===== src/rtl/bfet_pkg.sv =====
// Shared constants, codes and types of the budgeted FIFO eviction table.
package bfet_pkg;

    localparam int DEFAULT_DEPTH    = 16;
    localparam int DEFAULT_TAG_BITS = 32;

    localparam int KEY_PORT_W = 32;
    localparam int HANDLE_W   = 32;
    localparam int DIM_W      = 15;
    localparam int SIZE_W     = 31;
    localparam int SEQ_W      = 32;
    localparam int RES_W      = 35;
    localparam int MB_W       = 11;
    localparam int MB_SHIFT   = 20;
    localparam int CACHE_MB_W = RES_W - MB_SHIFT;

    localparam logic [DIM_W-1:0] DIM_MAX  = 15'd16384;
    localparam logic [MB_W-1:0]  MB_RESET = 11'd256;

    localparam logic [2:0] KIND_INSERT = 3'd0;
    localparam logic [2:0] KIND_LOOKUP = 3'd1;
    localparam logic [2:0] KIND_DELETE = 3'd2;
    localparam logic [2:0] KIND_CLEAR  = 3'd3;
    localparam logic [2:0] KIND_TRIM   = 3'd4;

    localparam logic RK_DONE  = 1'b0;
    localparam logic RK_EVICT = 1'b1;

    typedef enum logic {
        CMP_MATCH,
        CMP_OLDEST
    } cmp_mode_t;

    typedef struct packed {
        logic      clear;
        logic      step;
        cmp_mode_t mode;
    } cmp_ctl_t;

endpackage


===== src/rtl/bfet_store.sv =====
// Entry memories of the table: key, handle, size and sequence, one read and one write port.
module bfet_store
    import bfet_pkg::*;
#(
    parameter int TABLE_DEPTH = DEFAULT_DEPTH,
    parameter int KEY_W       = DEFAULT_TAG_BITS,
    parameter int IDX_W       = $clog2(TABLE_DEPTH)
)
(
    input  logic                clk,
    input  logic                we,
    input  logic [IDX_W-1:0]    waddr,
    input  logic [KEY_W-1:0]    wkey,
    input  logic [HANDLE_W-1:0] whandle,
    input  logic [SIZE_W-1:0]   wbytes,
    input  logic [SEQ_W-1:0]    wseq,
    input  logic [IDX_W-1:0]    raddr,
    output logic [KEY_W-1:0]    rkey,
    output logic [HANDLE_W-1:0] rhandle,
    output logic [SIZE_W-1:0]   rbytes,
    output logic [SEQ_W-1:0]    rseq
);

    logic [KEY_W-1:0]    key_mem    [TABLE_DEPTH];
    logic [HANDLE_W-1:0] handle_mem [TABLE_DEPTH];
    logic [SIZE_W-1:0]   bytes_mem  [TABLE_DEPTH];
    logic [SEQ_W-1:0]    seq_mem    [TABLE_DEPTH];

    always_ff @(posedge clk)
    begin
        if (we)
        begin
            key_mem[waddr]    <= wkey;
            handle_mem[waddr] <= whandle;
            bytes_mem[waddr]  <= wbytes;
            seq_mem[waddr]    <= wseq;
        end
        rkey    <= key_mem[raddr];
        rhandle <= handle_mem[raddr];
        rbytes  <= bytes_mem[raddr];
        rseq    <= seq_mem[raddr];
    end

endmodule


===== src/rtl/bfet_cmp.sv =====
// Shared compare unit: finds the first key match or the oldest valid entry over a scan.
module bfet_cmp
    import bfet_pkg::*;
#(
    parameter int TABLE_DEPTH = DEFAULT_DEPTH,
    parameter int KEY_W       = DEFAULT_TAG_BITS,
    parameter int IDX_W       = $clog2(TABLE_DEPTH)
)
(
    input  logic             clk,
    input  logic             rst_n,
    input  cmp_ctl_t         ctl,
    input  logic [IDX_W-1:0] idx,
    input  logic             entry_valid,
    input  logic [KEY_W-1:0] entry_key,
    input  logic [SEQ_W-1:0] entry_seq,
    input  logic [KEY_W-1:0] search_key,
    output logic             found,
    output logic [IDX_W-1:0] best_idx
);

    logic             found_reg;
    logic             found_next;
    logic [IDX_W-1:0] idx_reg;
    logic [IDX_W-1:0] idx_next;
    logic [SEQ_W-1:0] seq_reg;
    logic [SEQ_W-1:0] seq_next;
    logic             take;

    always_comb
    begin
        take = 1'b0;
        if (ctl.step && entry_valid)
        begin
            if (ctl.mode == CMP_MATCH)
                take = !found_reg && (entry_key == search_key);
            else
                take = !found_reg || (entry_seq < seq_reg);
        end
        found_next = found_reg;
        idx_next   = idx_reg;
        seq_next   = seq_reg;
        if (ctl.clear)
            found_next = 1'b0;
        else if (take)
        begin
            found_next = 1'b1;
            idx_next   = idx;
            seq_next   = entry_seq;
        end
    end

    always_ff @(posedge clk or negedge rst_n)
    begin
        if (!rst_n)
        begin
            found_reg <= 1'b0;
            idx_reg   <= '0;
            seq_reg   <= '0;
        end
        else
        begin
            found_reg <= found_next;
            idx_reg   <= idx_next;
            seq_reg   <= seq_next;
        end
    end

    assign found    = found_reg;
    assign best_idx = idx_reg;

endmodule


===== src/rtl/budgeted_fifo_eviction_table.sv =====
// Top level: request sequencer, valid bits, byte accounting and result register.
//
// Usage: software raises start with a request (kind, key_tag, image_width,
// image_height, new_handle) while busy is low; the item is taken at that edge
// and busy stays high until its work is done. Results appear on result_kind,
// handle, hit, cache_mb and last for exactly one cycle each, marked by
// result_valid; the receiver must take them, it cannot stall the block.
// Eviction notices come first and the completion, with last set, ends the item.
// The byte budget in mebibytes is written through cfg_wr_en / cfg_wr_data
// while the block is idle; it resets to 256 MiB.
// Every table search sweeps the entry memory through one read port and one
// compare unit. A lookup, delete or insert first searches for its key; an
// insert miss then sizes the entry, evicts the oldest entries to fit the
// budget, evicts one more if the table is full, and stores the entry. A
// clear sweeps every slot, and a trim evicts the oldest entries until the
// budget is met. Reset clears all valid bits, the byte count and the
// sequence counter; the entry memories need no clearing pass.
module budgeted_fifo_eviction_table
    import bfet_pkg::*;
#(
    parameter int TABLE_DEPTH = DEFAULT_DEPTH,
    parameter int TAG_BITS    = DEFAULT_TAG_BITS
)
(
    input  logic                  clk,
    input  logic                  rst_n,
    input  logic                  start,
    output logic                  busy,
    input  logic [2:0]            kind,
    input  logic [KEY_PORT_W-1:0] key_tag,
    input  logic [DIM_W-1:0]      image_width,
    input  logic [DIM_W-1:0]      image_height,
    input  logic [HANDLE_W-1:0]   new_handle,
    input  logic                  cfg_wr_en,
    input  logic [MB_W-1:0]       cfg_wr_data,
    output logic                  result_valid,
    output logic                  result_kind,
    output logic [HANDLE_W-1:0]   handle,
    output logic                  hit,
    output logic [CACHE_MB_W-1:0] cache_mb,
    output logic                  last
);

    localparam int KEY_W = (TAG_BITS < KEY_PORT_W) ? TAG_BITS : KEY_PORT_W;
    localparam int IDX_W = $clog2(TABLE_DEPTH);
    localparam int CNT_W = $clog2(TABLE_DEPTH + 1);
    localparam logic [CNT_W-1:0] CNT_END = CNT_W'(TABLE_DEPTH);

    typedef enum logic [3:0] {
        ST_IDLE,
        ST_KSCAN,
        ST_KPICK,
        ST_KRES,
        ST_SIZE,
        ST_FIT,
        ST_OSCAN,
        ST_EPICK,
        ST_EDROP,
        ST_STORE,
        ST_CLEAR,
        ST_DONE
    } state_t;

    state_t                  state_reg, state_next;
    logic [TABLE_DEPTH-1:0]  valid_reg, valid_next;
    logic [RES_W-1:0]        resident_reg, resident_next;
    logic [SEQ_W-1:0]        seq_reg, seq_next;
    logic [MB_W-1:0]         budget_reg, budget_next;
    logic [SIZE_W-1:0]       size_reg, size_next;
    logic [CNT_W-1:0]        cnt_reg, cnt_next;
    logic                    full_reg, full_next;
    logic [HANDLE_W-1:0]     comp_handle_reg, comp_handle_next;
    logic                    comp_hit_reg, comp_hit_next;
    logic                    out_valid_reg, out_valid_next;
    logic                    out_kind_reg, out_kind_next;
    logic [HANDLE_W-1:0]     out_handle_reg, out_handle_next;
    logic                    out_hit_reg, out_hit_next;
    logic [CACHE_MB_W-1:0]   out_mb_reg, out_mb_next;
    logic                    out_last_reg, out_last_next;

    // Request payload, held for the whole item.
    logic [2:0]              kind_q;
    logic [KEY_W-1:0]        key_q;
    logic [DIM_W-1:0]        width_q;
    logic [DIM_W-1:0]        height_q;
    logic [HANDLE_W-1:0]     nh_q;

    logic                    accept;
    logic [IDX_W-1:0]        raddr;
    logic                    mem_we;
    logic [IDX_W-1:0]        free_idx;
    logic [KEY_W-1:0]        rd_key;
    logic [HANDLE_W-1:0]     rd_handle;
    logic [SIZE_W-1:0]       rd_bytes;
    logic [SEQ_W-1:0]        rd_seq;
    cmp_ctl_t                ctl;
    logic                    cmp_found;
    logic [IDX_W-1:0]        cmp_idx;
    logic [CNT_W-1:0]        cnt_m1;
    logic [IDX_W-1:0]        prev_idx;
    logic                    cnt_last;
    logic [DIM_W-1:0]        width_sat;
    logic [DIM_W-1:0]        height_sat;
    logic [2*DIM_W-1:0]      product;
    logic [RES_W-1:0]        res_sub;
    logic [RES_W:0]          res_with_new;
    logic [RES_W:0]          budget_bytes;
    logic                    over_budget;

    assign accept   = start && (state_reg == ST_IDLE);
    assign busy     = (state_reg != ST_IDLE);
    assign cnt_m1   = cnt_reg - CNT_W'(1);
    assign prev_idx = cnt_m1[IDX_W-1:0];
    assign cnt_last = (cnt_reg == CNT_END);

    assign width_sat  = (width_q > DIM_MAX) ? DIM_MAX : width_q;
    assign height_sat = (height_q > DIM_MAX) ? DIM_MAX : height_q;
    assign product    = (2*DIM_W)'(width_sat) * (2*DIM_W)'(height_sat);

    assign res_sub      = resident_reg - RES_W'(rd_bytes);
    assign res_with_new = {1'b0, resident_reg} + (RES_W + 1)'(size_reg);
    assign budget_bytes = (RES_W + 1)'({budget_reg, {MB_SHIFT{1'b0}}});
    assign over_budget  = res_with_new > budget_bytes;

    // Lowest free slot; only used when at least one slot is free.
    always_comb
    begin
        free_idx = '0;
        for (int i = TABLE_DEPTH - 1; i >= 0; i--)
        begin
            if (!valid_reg[i])
                free_idx = IDX_W'(i);
        end
    end

    bfet_store #(
        .TABLE_DEPTH (TABLE_DEPTH),
        .KEY_W       (KEY_W),
        .IDX_W       (IDX_W)
    ) u_store (
        .clk     (clk),
        .we      (mem_we),
        .waddr   (free_idx),
        .wkey    (key_q),
        .whandle (nh_q),
        .wbytes  (size_reg),
        .wseq    (seq_reg),
        .raddr   (raddr),
        .rkey    (rd_key),
        .rhandle (rd_handle),
        .rbytes  (rd_bytes),
        .rseq    (rd_seq)
    );

    bfet_cmp #(
        .TABLE_DEPTH (TABLE_DEPTH),
        .KEY_W       (KEY_W),
        .IDX_W       (IDX_W)
    ) u_cmp (
        .clk         (clk),
        .rst_n       (rst_n),
        .ctl         (ctl),
        .idx         (prev_idx),
        .entry_valid (valid_reg[prev_idx]),
        .entry_key   (rd_key),
        .entry_seq   (rd_seq),
        .search_key  (key_q),
        .found       (cmp_found),
        .best_idx    (cmp_idx)
    );

    always_comb
    begin
        state_next       = state_reg;
        valid_next       = valid_reg;
        resident_next    = resident_reg;
        seq_next         = seq_reg;
        budget_next      = cfg_wr_en ? cfg_wr_data : budget_reg;
        size_next        = size_reg;
        cnt_next         = cnt_reg;
        full_next        = full_reg;
        comp_handle_next = comp_handle_reg;
        comp_hit_next    = comp_hit_reg;
        out_valid_next   = 1'b0;
        out_kind_next    = out_kind_reg;
        out_handle_next  = out_handle_reg;
        out_hit_next     = out_hit_reg;
        out_mb_next      = out_mb_reg;
        out_last_next    = out_last_reg;
        ctl              = '{clear: 1'b0, step: 1'b0, mode: CMP_MATCH};
        raddr            = cnt_reg[IDX_W-1:0];
        mem_we           = 1'b0;

        unique case (state_reg)
            ST_IDLE:
            begin
                if (start)
                begin
                    cnt_next         = '0;
                    size_next        = '0;
                    comp_handle_next = '0;
                    comp_hit_next    = 1'b0;
                    unique case (kind) inside
                        KIND_INSERT, KIND_LOOKUP, KIND_DELETE: state_next = ST_KSCAN;
                        KIND_CLEAR:                            state_next = ST_CLEAR;
                        KIND_TRIM:                             state_next = ST_FIT;
                        default:                               state_next = ST_DONE;
                    endcase
                end
            end

            ST_KSCAN, ST_OSCAN:
            begin
                ctl.mode  = (state_reg == ST_KSCAN) ? CMP_MATCH : CMP_OLDEST;
                ctl.clear = (cnt_reg == '0);
                ctl.step  = (cnt_reg != '0);
                cnt_next  = cnt_reg + CNT_W'(1);
                if (cnt_last)
                    state_next = (state_reg == ST_KSCAN) ? ST_KPICK : ST_EPICK;
            end

            ST_KPICK:
            begin
                raddr      = cmp_idx;
                state_next = ST_KRES;
            end

            ST_KRES:
            begin
                state_next = ST_DONE;
                case (kind_q)
                    KIND_INSERT:
                    begin
                        if (cmp_found)
                        begin
                            comp_handle_next = rd_handle;
                            comp_hit_next    = 1'b1;
                        end
                        else
                            state_next = ST_SIZE;
                    end
                    KIND_LOOKUP:
                    begin
                        comp_handle_next = cmp_found ? rd_handle : '0;
                        comp_hit_next    = cmp_found;
                    end
                    default:
                    begin
                        // Delete: a present key leaves with a notice first.
                        comp_hit_next = cmp_found;
                        if (cmp_found)
                        begin
                            valid_next[cmp_idx] = 1'b0;
                            resident_next       = res_sub;
                            out_valid_next      = 1'b1;
                            out_kind_next       = RK_EVICT;
                            out_handle_next     = rd_handle;
                            out_hit_next        = 1'b0;
                            out_mb_next         = res_sub[RES_W-1:MB_SHIFT];
                            out_last_next       = 1'b0;
                        end
                    end
                endcase
            end

            ST_SIZE:
            begin
                size_next  = {product[SIZE_W-3:0], 2'b00};
                state_next = ST_FIT;
            end

            ST_FIT:
            begin
                cnt_next = '0;
                if (over_budget && (valid_reg != '0))
                begin
                    full_next  = 1'b0;
                    state_next = ST_OSCAN;
                end
                else if (kind_q == KIND_INSERT)
                begin
                    if (&valid_reg)
                    begin
                        full_next  = 1'b1;
                        state_next = ST_OSCAN;
                    end
                    else
                        state_next = ST_STORE;
                end
                else
                    state_next = ST_DONE;
            end

            ST_EPICK:
            begin
                raddr      = cmp_idx;
                state_next = ST_EDROP;
            end

            ST_EDROP:
            begin
                valid_next[cmp_idx] = 1'b0;
                resident_next       = res_sub;
                out_valid_next      = 1'b1;
                out_kind_next       = RK_EVICT;
                out_handle_next     = rd_handle;
                out_hit_next        = 1'b0;
                out_mb_next         = res_sub[RES_W-1:MB_SHIFT];
                out_last_next       = 1'b0;
                state_next          = full_reg ? ST_STORE : ST_FIT;
            end

            ST_STORE:
            begin
                mem_we               = 1'b1;
                valid_next[free_idx] = 1'b1;
                resident_next        = res_with_new[RES_W-1:0];
                seq_next             = seq_reg + SEQ_W'(1);
                comp_handle_next     = nh_q;
                comp_hit_next        = 1'b0;
                state_next           = ST_DONE;
            end

            ST_CLEAR:
            begin
                cnt_next = cnt_reg + CNT_W'(1);
                if ((cnt_reg != '0) && valid_reg[prev_idx])
                begin
                    valid_next[prev_idx] = 1'b0;
                    resident_next        = res_sub;
                    out_valid_next       = 1'b1;
                    out_kind_next        = RK_EVICT;
                    out_handle_next      = rd_handle;
                    out_hit_next         = 1'b0;
                    out_mb_next          = res_sub[RES_W-1:MB_SHIFT];
                    out_last_next        = 1'b0;
                end
                if (cnt_last)
                begin
                    resident_next = '0;
                    state_next    = ST_DONE;
                end
            end

            ST_DONE:
            begin
                out_valid_next  = 1'b1;
                out_kind_next   = RK_DONE;
                out_handle_next = comp_handle_reg;
                out_hit_next    = comp_hit_reg;
                out_mb_next     = resident_reg[RES_W-1:MB_SHIFT];
                out_last_next   = 1'b1;
                state_next      = ST_IDLE;
            end

            default:
            begin
                state_next = ST_IDLE;
            end
        endcase
    end

    always_ff @(posedge clk or negedge rst_n)
    begin
        if (!rst_n)
        begin
            state_reg       <= ST_IDLE;
            valid_reg       <= '0;
            resident_reg    <= '0;
            seq_reg         <= '0;
            budget_reg      <= MB_RESET;
            size_reg        <= '0;
            cnt_reg         <= '0;
            full_reg        <= 1'b0;
            comp_handle_reg <= '0;
            comp_hit_reg    <= 1'b0;
            out_valid_reg   <= 1'b0;
            out_kind_reg    <= RK_DONE;
            out_handle_reg  <= '0;
            out_hit_reg     <= 1'b0;
            out_mb_reg      <= '0;
            out_last_reg    <= 1'b0;
        end
        else
        begin
            state_reg       <= state_next;
            valid_reg       <= valid_next;
            resident_reg    <= resident_next;
            seq_reg         <= seq_next;
            budget_reg      <= budget_next;
            size_reg        <= size_next;
            cnt_reg         <= cnt_next;
            full_reg        <= full_next;
            comp_handle_reg <= comp_handle_next;
            comp_hit_reg    <= comp_hit_next;
            out_valid_reg   <= out_valid_next;
            out_kind_reg    <= out_kind_next;
            out_handle_reg  <= out_handle_next;
            out_hit_reg     <= out_hit_next;
            out_mb_reg      <= out_mb_next;
            out_last_reg    <= out_last_next;
        end
    end

    always_ff @(posedge clk)
    begin
        if (accept)
        begin
            kind_q   <= kind;
            key_q    <= key_tag[KEY_W-1:0];
            width_q  <= image_width;
            height_q <= image_height;
            nh_q     <= new_handle;
        end
    end

    assign result_valid = out_valid_reg;
    assign result_kind  = out_kind_reg;
    assign handle       = out_handle_reg;
    assign hit          = out_hit_reg;
    assign cache_mb     = out_mb_reg;
    assign last         = out_last_reg;

endmodule


===== config.mk =====
export PLATFORM = sky130hd
export DESIGN_NAME = budgeted_fifo_eviction_table
export DESIGN_NICKNAME = d
export VERILOG_FILES = /design/src/rtl/bfet_pkg.sv /design/src/rtl/bfet_store.sv /design/src/rtl/bfet_cmp.sv /design/src/rtl/budgeted_fifo_eviction_table.sv
export SDC_FILE = /design/constraint.sdc
export NUM_CORES = 2
export LEC_CHECK = 0
export ABC_CLOCK_PERIOD_IN_PS = 9600
export BUFFER_PORTS_ARGS = -buffer_cell sky130_fd_sc_hd__buf_2
export CAP_MARGIN = 40
export CORE_ASPECT_RATIO = 1.5
export CORE_UTILIZATION = 30
export DETAILED_ROUTE_END_ITERATION = 10
export PLACE_DENSITY_LB_ADDON = 0.12
export SLEW_MARGIN = 20
export SYNTH_ARGS = -nofsm -noshare
export SYNTH_HDL_FRONTEND = slang
export SYNTH_SLANG_ARGS = --single-unit

===== constraint.sdc =====
create_clock -name clk -period 9.6 [get_ports clk]
set_clock_uncertainty 0.15 [all_clocks]
set_input_delay 0 -clock clk [delete_from_list [all_inputs] [get_ports clk]]
set_output_delay 0 -clock clk [all_outputs]
set_load 0.02 [all_outputs]

=== Yosys cells after proc, flatten, opt, wreduce, memory -nomap -nowiden ===
Memories as Yosys holds them, arrays and structs flattened. A register that Yosys moved wholly into a read port is not among the register bits.
Index checks and enable logic that the tools add are counted.

* Bits in registers: 353
* Bits in latches: 0
* Memory bits (writable): 2,032
* Bits in read-only memories: 0
* Input bits: 112
* Output and inout bits: 52
* Memories kept: 4

* Add/sub/neg operators: 5
* Multiply operators: 1
* Div/mod/pow operators: 0
* $lt $le $gt $ge: 10
* Equality and inequality tests: 27
* Shift operators: 0
* Muxes and demuxes: 92
* Bitwise logic cells: 6
* Reductions and logical operators: 42

{| class="wikitable"
|+ Memories
! memory !! depth !! width !! rd ports !! clocked after memory_dff !! write ports !! RTL line !! text
|-
| u_store.handle_mem || 16 || 32 || 1 || 1 || 1 || bfet_store.sv:25 || <nowiki>logic [HANDLE_W-1:0] handle_mem [TABLE_DEPTH];</nowiki>
|-
| u_store.key_mem || 16 || 32 || 1 || 1 || 1 || bfet_store.sv:24 || <nowiki>logic [KEY_W-1:0] key_mem [TABLE_DEPTH];</nowiki>
|-
| u_store.seq_mem || 16 || 32 || 1 || 1 || 1 || bfet_store.sv:27 || <nowiki>logic [SEQ_W-1:0] seq_mem [TABLE_DEPTH];</nowiki>
|-
| u_store.bytes_mem || 16 || 31 || 1 || 1 || 1 || bfet_store.sv:26 || <nowiki>logic [SIZE_W-1:0] bytes_mem [TABLE_DEPTH];</nowiki>
|}

{| class="wikitable"
|+ Operator list
! operator !! count
|-
| 2-to-1 mux 32 bit || 5
|-
| 2-to-1 mux 35 bit || 4
|-
| one-hot mux 35 bit (4 select lines) || 1
|-
| one-hot mux 32 bit (4 select lines) || 1
|-
| 2-to-1 mux 4 bit || 26
|-
| one-hot mux 32 bit (3 select lines) || 1
|-
| 2-to-1 mux 15 bit || 5
|-
| one-hot mux 16 bit (4 select lines) || 1
|-
| one-hot mux 32 bit (2 select lines) || 1
|-
| one-hot mux 31 bit (2 select lines) || 1
|-
| one-hot mux 15 bit (4 select lines) || 1
|-
| 2-to-1 mux 16 bit || 3
|-
| one-hot mux 4 bit (10 select lines) || 1
|-
| adder 35 x 31 -> 36 bit || 1
|-
| greater-than comparator 36 x 31 -> 1 bit || 1
|-
| subtractor 35 x 31 -> 35 bit || 1
|-
| adder 32 x 1 -> 32 bit (second input constant) || 1
|-
| bitwise AND 16 bit || 2
|-
| == test 32 bit || 1
|-
| less-than comparator 32 bit || 1
|-
| inverter 16 bit || 2
|-
| 2-to-1 mux 31 bit || 1
|-
| greater-than comparator 15 bit (second input constant) || 2
|-
| multiplier 15 x 15 -> 29 bit || 1
|-
| 44 further kinds || 118
|}

=== Longest topological paths before layout ===
* Word-level depth: 22
* Mapped depth: 29
* Gate-level depth less buffers: 28

=== Cells and area by module ===
A second synthesis with hierarchy kept.

* Cells, all modules: 6,190
* Area, all modules: 105,797.7 um2

{| class="wikitable"
|+ By module, submodules not included
! module !! times used !! cells each !! area an instance (um2) !! sequential area each (um2)
|-
| bfet_store || 1 || 3,319 || 78,803.1 || 63,561.0
|-
| budgeted_fifo_eviction_table || 1 || 2,631 || 24,438.4 || 8,344.3
|-
| bfet_cmp || 1 || 240 || 2,556.2 || 925.9
|}

=== Worst setup path after synthesis ===
Ideal clock, no wire load.

* Path kind: register to register
* Start: register valid_reg[15]
* End: memory u_store.bytes_mem[11][10] (enable)
* Setup time: 0.611 ns
* Data arrival time: 6.884 ns
* Setup slack: 1.955 ns
* Stages on the path, launching flop included: 11
* Buffers on the path: 1
* Clock period less this slack: 7.645 ns
* Cells stage by stage: dfrtp_1 -> nand2b_1 -> a21boi_0 -> o21ai_0 -> a21boi_0 -> o21ai_0 -> a21boi_0 -> o21ai_0 -> or2_2 -> clkbuf_1 -> nor2_1

* Word-level cells in the longest chain between the ends: 16

{| class="wikitable"
|+ Ends and longest elaborated chain
! element !! RTL line !! text
|-
| start: declaration || budgeted_fifo_eviction_table.sv:65 || <nowiki>logic [TABLE_DEPTH-1:0] valid_reg, valid_next;</nowiki>
|-
| start signal: assignment || budgeted_fifo_eviction_table.sv:387 || <nowiki>valid_reg <= valid_next;</nowiki>
|-
| 2-to-1 mux 4 bit (16 in series) || budgeted_fifo_eviction_table.sv:131 || <nowiki>if (!valid_reg[i])</nowiki>
|-
| end: declaration || bfet_store.sv:26 ||
|}

No other way between the ends.

=== Worst setup path after layout ===
* Start: register width_q[14]
* End: register size_reg[30]

* Word-level cells in the longest chain between the ends: 4

{| class="wikitable"
|+ Ends and longest elaborated chain
! element !! RTL line !! text
|-
| start: declaration || budgeted_fifo_eviction_table.sv:84 || <nowiki>logic [DIM_W-1:0] width_q;</nowiki>
|-
| start signal: assignment || budgeted_fifo_eviction_table.sv:411 || <nowiki>width_q <= image_width;</nowiki>
|-
| greater-than comparator 15 bit || budgeted_fifo_eviction_table.sv:116 || <nowiki>assign width_sat = (width_q > DIM_MAX) ? DIM_MAX : width_q;</nowiki>
|-
| 2-to-1 mux 15 bit * || budgeted_fifo_eviction_table.sv:116 ||
|-
| multiplier 15 x 15 -> 29 bit * || budgeted_fifo_eviction_table.sv:118 || <nowiki>assign product = (2*DIM_W)'(width_sat) * (2*DIM_W)'(height_sat);</nowiki>
|-
| one-hot mux 31 bit (2 select lines) * || budgeted_fifo_eviction_table.sv:194 || <nowiki>unique case (state_reg)</nowiki>
|-
| end signal: assignment || budgeted_fifo_eviction_table.sv:391 || <nowiki>size_reg <= size_next;</nowiki>
|-
| end: declaration || budgeted_fifo_eviction_table.sv:69 || <nowiki>logic [SIZE_W-1:0] size_reg, size_next;</nowiki>
|}

Every way passes the cells marked *; elsewhere a longest branch is shown, timed or not.
A chain may end at the register's enable or synchronous reset.

==> impl_metrics.env <==
export IMPL_dr_pass1_iters=6
export IMPL_max_stage_delay_ns=0.79
export IMPL_dr_total_vias=58122
export IMPL_drv_slew=0
export IMPL_crit_top_cell="fa_1"
export IMPL_final_core_util_pct=35.4
export IMPL_nets=7392
export IMPL_holdPathEnd="size_reg[27]$_DFFE_PN0P_"
export IMPL_top_regs="u_store.handle_mem: 512 flops, u_store.key_mem: 512 flops, u_store.seq_mem: 512 flops"
export IMPL_power_leakage_nw=43.6
export IMPL_fin_crit_ns=8.03
export IMPL_cts_buffers=268
export IMPL_min_delay_path_class="input pin to flop"
export IMPL_r2r_start="width_q[14]$_DFFE_PP_"
export IMPL_cts_root_buf="clkbuf_16"
export IMPL_synth_cell_types=99
export IMPL_cp_max_fo=22
export IMPL_wl_per_cell_um=26.5
export IMPL_drt_iter0_markers=4048
export IMPL_critical_path_class="flop to flop"
export IMPL_grt_overflow=0
export IMPL_viasPerCell=4.98
export IMPL_pin_count=164
export IMPL_io_buffers=163
export IMPL_drv_cap=0
export IMPL_grt_pass1_wl_um=448000
export IMPL_synth_area_mm2=0.105
export IMPL_power_total_w=0.0356
export IMPL_setup_tns_ns=0
export IMPL_route_detailed_drc=0
export IMPL_max_freq_mhz=124
export IMPL_worstSetupEndpointType="flop"
export IMPL_start_util_pct=30.2
export IMPL_syn_nets=6866
export IMPL_syn_to_final_growth_pct=17.3
export IMPL_cts_path_max_buffers=4
export IMPL_yosysTopAreaCell="edfxtp_1"
export IMPL_grt_max_degree=117
export IMPL_r2r_end="size_reg[30]$_DFFE_PN0P_"
export IMPL_reg2reg_setup_slack_ns=1.57
export IMPL_finalWirelength_um=309000
export IMPL_ys_top_cells_by_area="edfxtp_1 60%, mux4_2 11%, dfrtp_1 6.0%"
export IMPL_whs_path_depth=5
export IMPL_power_density_mw_per_mm2=290
export IMPL_gp_routability_congestion=0.817
export IMPL_synthDominantCellAreaShare_pct=60.1
export IMPL_crit_path_top_delay_cell="edfxtp_1"
export IMPL_setup_violations=0
export IMPL_grt_antenna_before_repair=9
export IMPL_clk_pin_slew_ns=0.06
export IMPL_rsz0062_at_grt="false"
export IMPL_status="complete, no violations"
export IMPL_reg2reg_depth=25
export IMPL_clk_latency_ns=0.89
export IMPL_core_area_mm2=0.347
export IMPL_drive_gt1_share_pct=18.0
export IMPL_avgSynthCellArea_um2=16.4
export IMPL_cp_data_required_time_ns=10.15
export IMPL_dpl_hpwl_um=176000
export IMPL_ys_flop_type="edfxtp_1"
export IMPL_ir_worst_vdd_uv=298
export IMPL_seq_area_frac_synth_pct=68.5
export IMPL_hp_start="start"
export IMPL_tightestPinTransition_ns=0.989
export IMPL_ant_nets=0
export IMPL_yosysMostFrequentCell="edfxtp_1"
export IMPL_startpoint_type="flop"
export IMPL_async_flop_share_pct=10.2
export IMPL_ys_seq_elements=2474
export IMPL_die_area_mm2=0.352
export IMPL_grt_use_total_pct=17.4
export IMPL_grt_pass1_vias=62691
export IMPL_synth_edff_count=2097
export IMPL_cts_sinks=2474
export IMPL_synth_cells=6390
export IMPL_rows=265
export IMPL_relSlewSlack_pct=34.1
export IMPL_die_x_um=485
export IMPL_finalHoldViolCount=0
export IMPL_cts_resized=0
export IMPL_cts_max_level=5
export IMPL_die_h_um=726
export IMPL_crit_arrival_ns=8.58
export IMPL_synth_commonest_cells="2,097 x edfxtp_1, 780 x nand2_1, 492 x mux4_2"
export IMPL_fin_crit_sh_pct=83.7
export IMPL_cts_tree="done"
export IMPL_yosysWarnings=0
-- cell families after synthesis --
kind of cell,Yosys count,synth area share [%]
DFF,2474,68.5
and+or+nand+nor,1492,6.33
AOI/OAI and AO/OA,742,4.79
buffers and inverters,643,2.56
muxes,539,11.2
adders and majority gates,365,5.56
xor gates and xnor gates,135,1.13
-- worst max-delay path: cells and delay by family, from the launching register on --
kind	cells	cell delay (ns)
compound gates	8	1.68
fa+ha+maj	7	3.26
simple gates	3	0.90
xor+xnor	1	0.15
flops	1	0.79
buf+inv	6	0.93
-- layout by cell type, fill, tap and decap left out, types with 28 or more instances in the layout --
| master | netlist | routed |
|---|---|---|
| inv_1 | 347 | 346 |
| xor2_1 | 39 | 39 |
| mux2_4 | 28 | 28 |
| dfxtp_1 | 125 | 125 |
| nand3_1 | 49 | 49 |
| buf_12 | 3 | 37 |
| dlygate4sd3_1 | 0 | 241 |
| a21o_1 | 40 | 39 |
| dfrtp_1 | 251 | 251 |
| fa_1 | 168 | 168 |
| and3_1 | 148 | 148 |
| clkinv_2 | 0 | 40 |
| buf_4 | 40 | 88 |
| edfxtp_1 | 2097 | 2097 |
| xnor2_1 | 95 | 95 |
| clkbuf_16 | 0 | 279 |
| a222oi_1 | 39 | 39 |
| nand2_1 | 780 | 780 |
| nand2b_1 | 36 | 36 |
| clkinv_1 | 0 | 36 |
| clkbuf_1 | 182 | 77 |
| mux4_2 | 492 | 492 |
| nor2b_1 | 37 | 36 |
| a22oi_1 | 54 | 54 |
| a21oi_1 | 137 | 135 |
| o21ai_0 | 138 | 137 |
| nor3_1 | 29 | 29 |
| buf_2 | 60 | 164 |
| ha_1 | 196 | 196 |
| nand4_1 | 35 | 35 |
| nor2_1 | 294 | 276 |
| a31oi_1 | 142 | 140 |
-- timing repair --
action | in CTS | in global routing
buffers inserted | 0 | 0
endpoints found under the setup margin | 0 | 0
hold buffers | 242 | 0
hold endpoints to repair | 272 | 0
-- report_power, final --
part | switching, W | internal [W] | total, W
Sequential | 0.000887 | 0.0129 | 0.0138
Clock | 0.00432 | 0.00586 | 0.0102
Combinational | 0.00682 | 0.00490 | 0.0117
-- per-stage QoR --
stage | worst slack [ns] | instance area, um2 | instances | hold slack [ns]
CTS | 1.54 | 123000 | 11658 | 0.123
finish | 1.57 | 123000 | 11670 | 0.209
floorplan | 1.95 | 105000 | 6390 | -0.446
global placement | 1.64 | 111000 | 10905 | -0.0864
global route | 1.17 | 123000 | 11667 | 0.173
detailed placement | 1.58 | 112000 | 10935 | -0.0882
-- how the worst max path moves through the flow --
stage,start,end
2_1_floorplan,valid_reg[15]$_DFFE_PN0P_,u_store.bytes_mem[11][10]$_DFFE_PP_
3_3_place_gp,width_q[14]$_DFFE_PP_,size_reg[30]$_DFFE_PN0P_
3_5_place_dp,width_q[14]$_DFFE_PP_,size_reg[30]$_DFFE_PN0P_
4_1_cts,width_q[14]$_DFFE_PP_,size_reg[30]$_DFFE_PN0P_
5_1_grt,width_q[14]$_DFFE_PP_,size_reg[30]$_DFFE_PN0P_
6_report,width_q[14]$_DFFE_PP_,size_reg[30]$_DFFE_PN0P_
-- per-layer routing --
metal	GRT usage, %	wire [um]
met4	3.65	5980
met2	31.4	161000
met1	22.2	132000
met3	1.99	9920
met5	0	25
-- layout make-up --
cell class                 count  area, um2
antenna                        4       10.0
clock buffer                 375       7530
clock inverter               106        963
fill                       33079     224000
inverter                     347       1310
multi-input combinational   3273      30600
sequential                  2474      71800
tap                         4539       5680
timing repair buffer         552       5120
(Power assumes the default switching activity.)
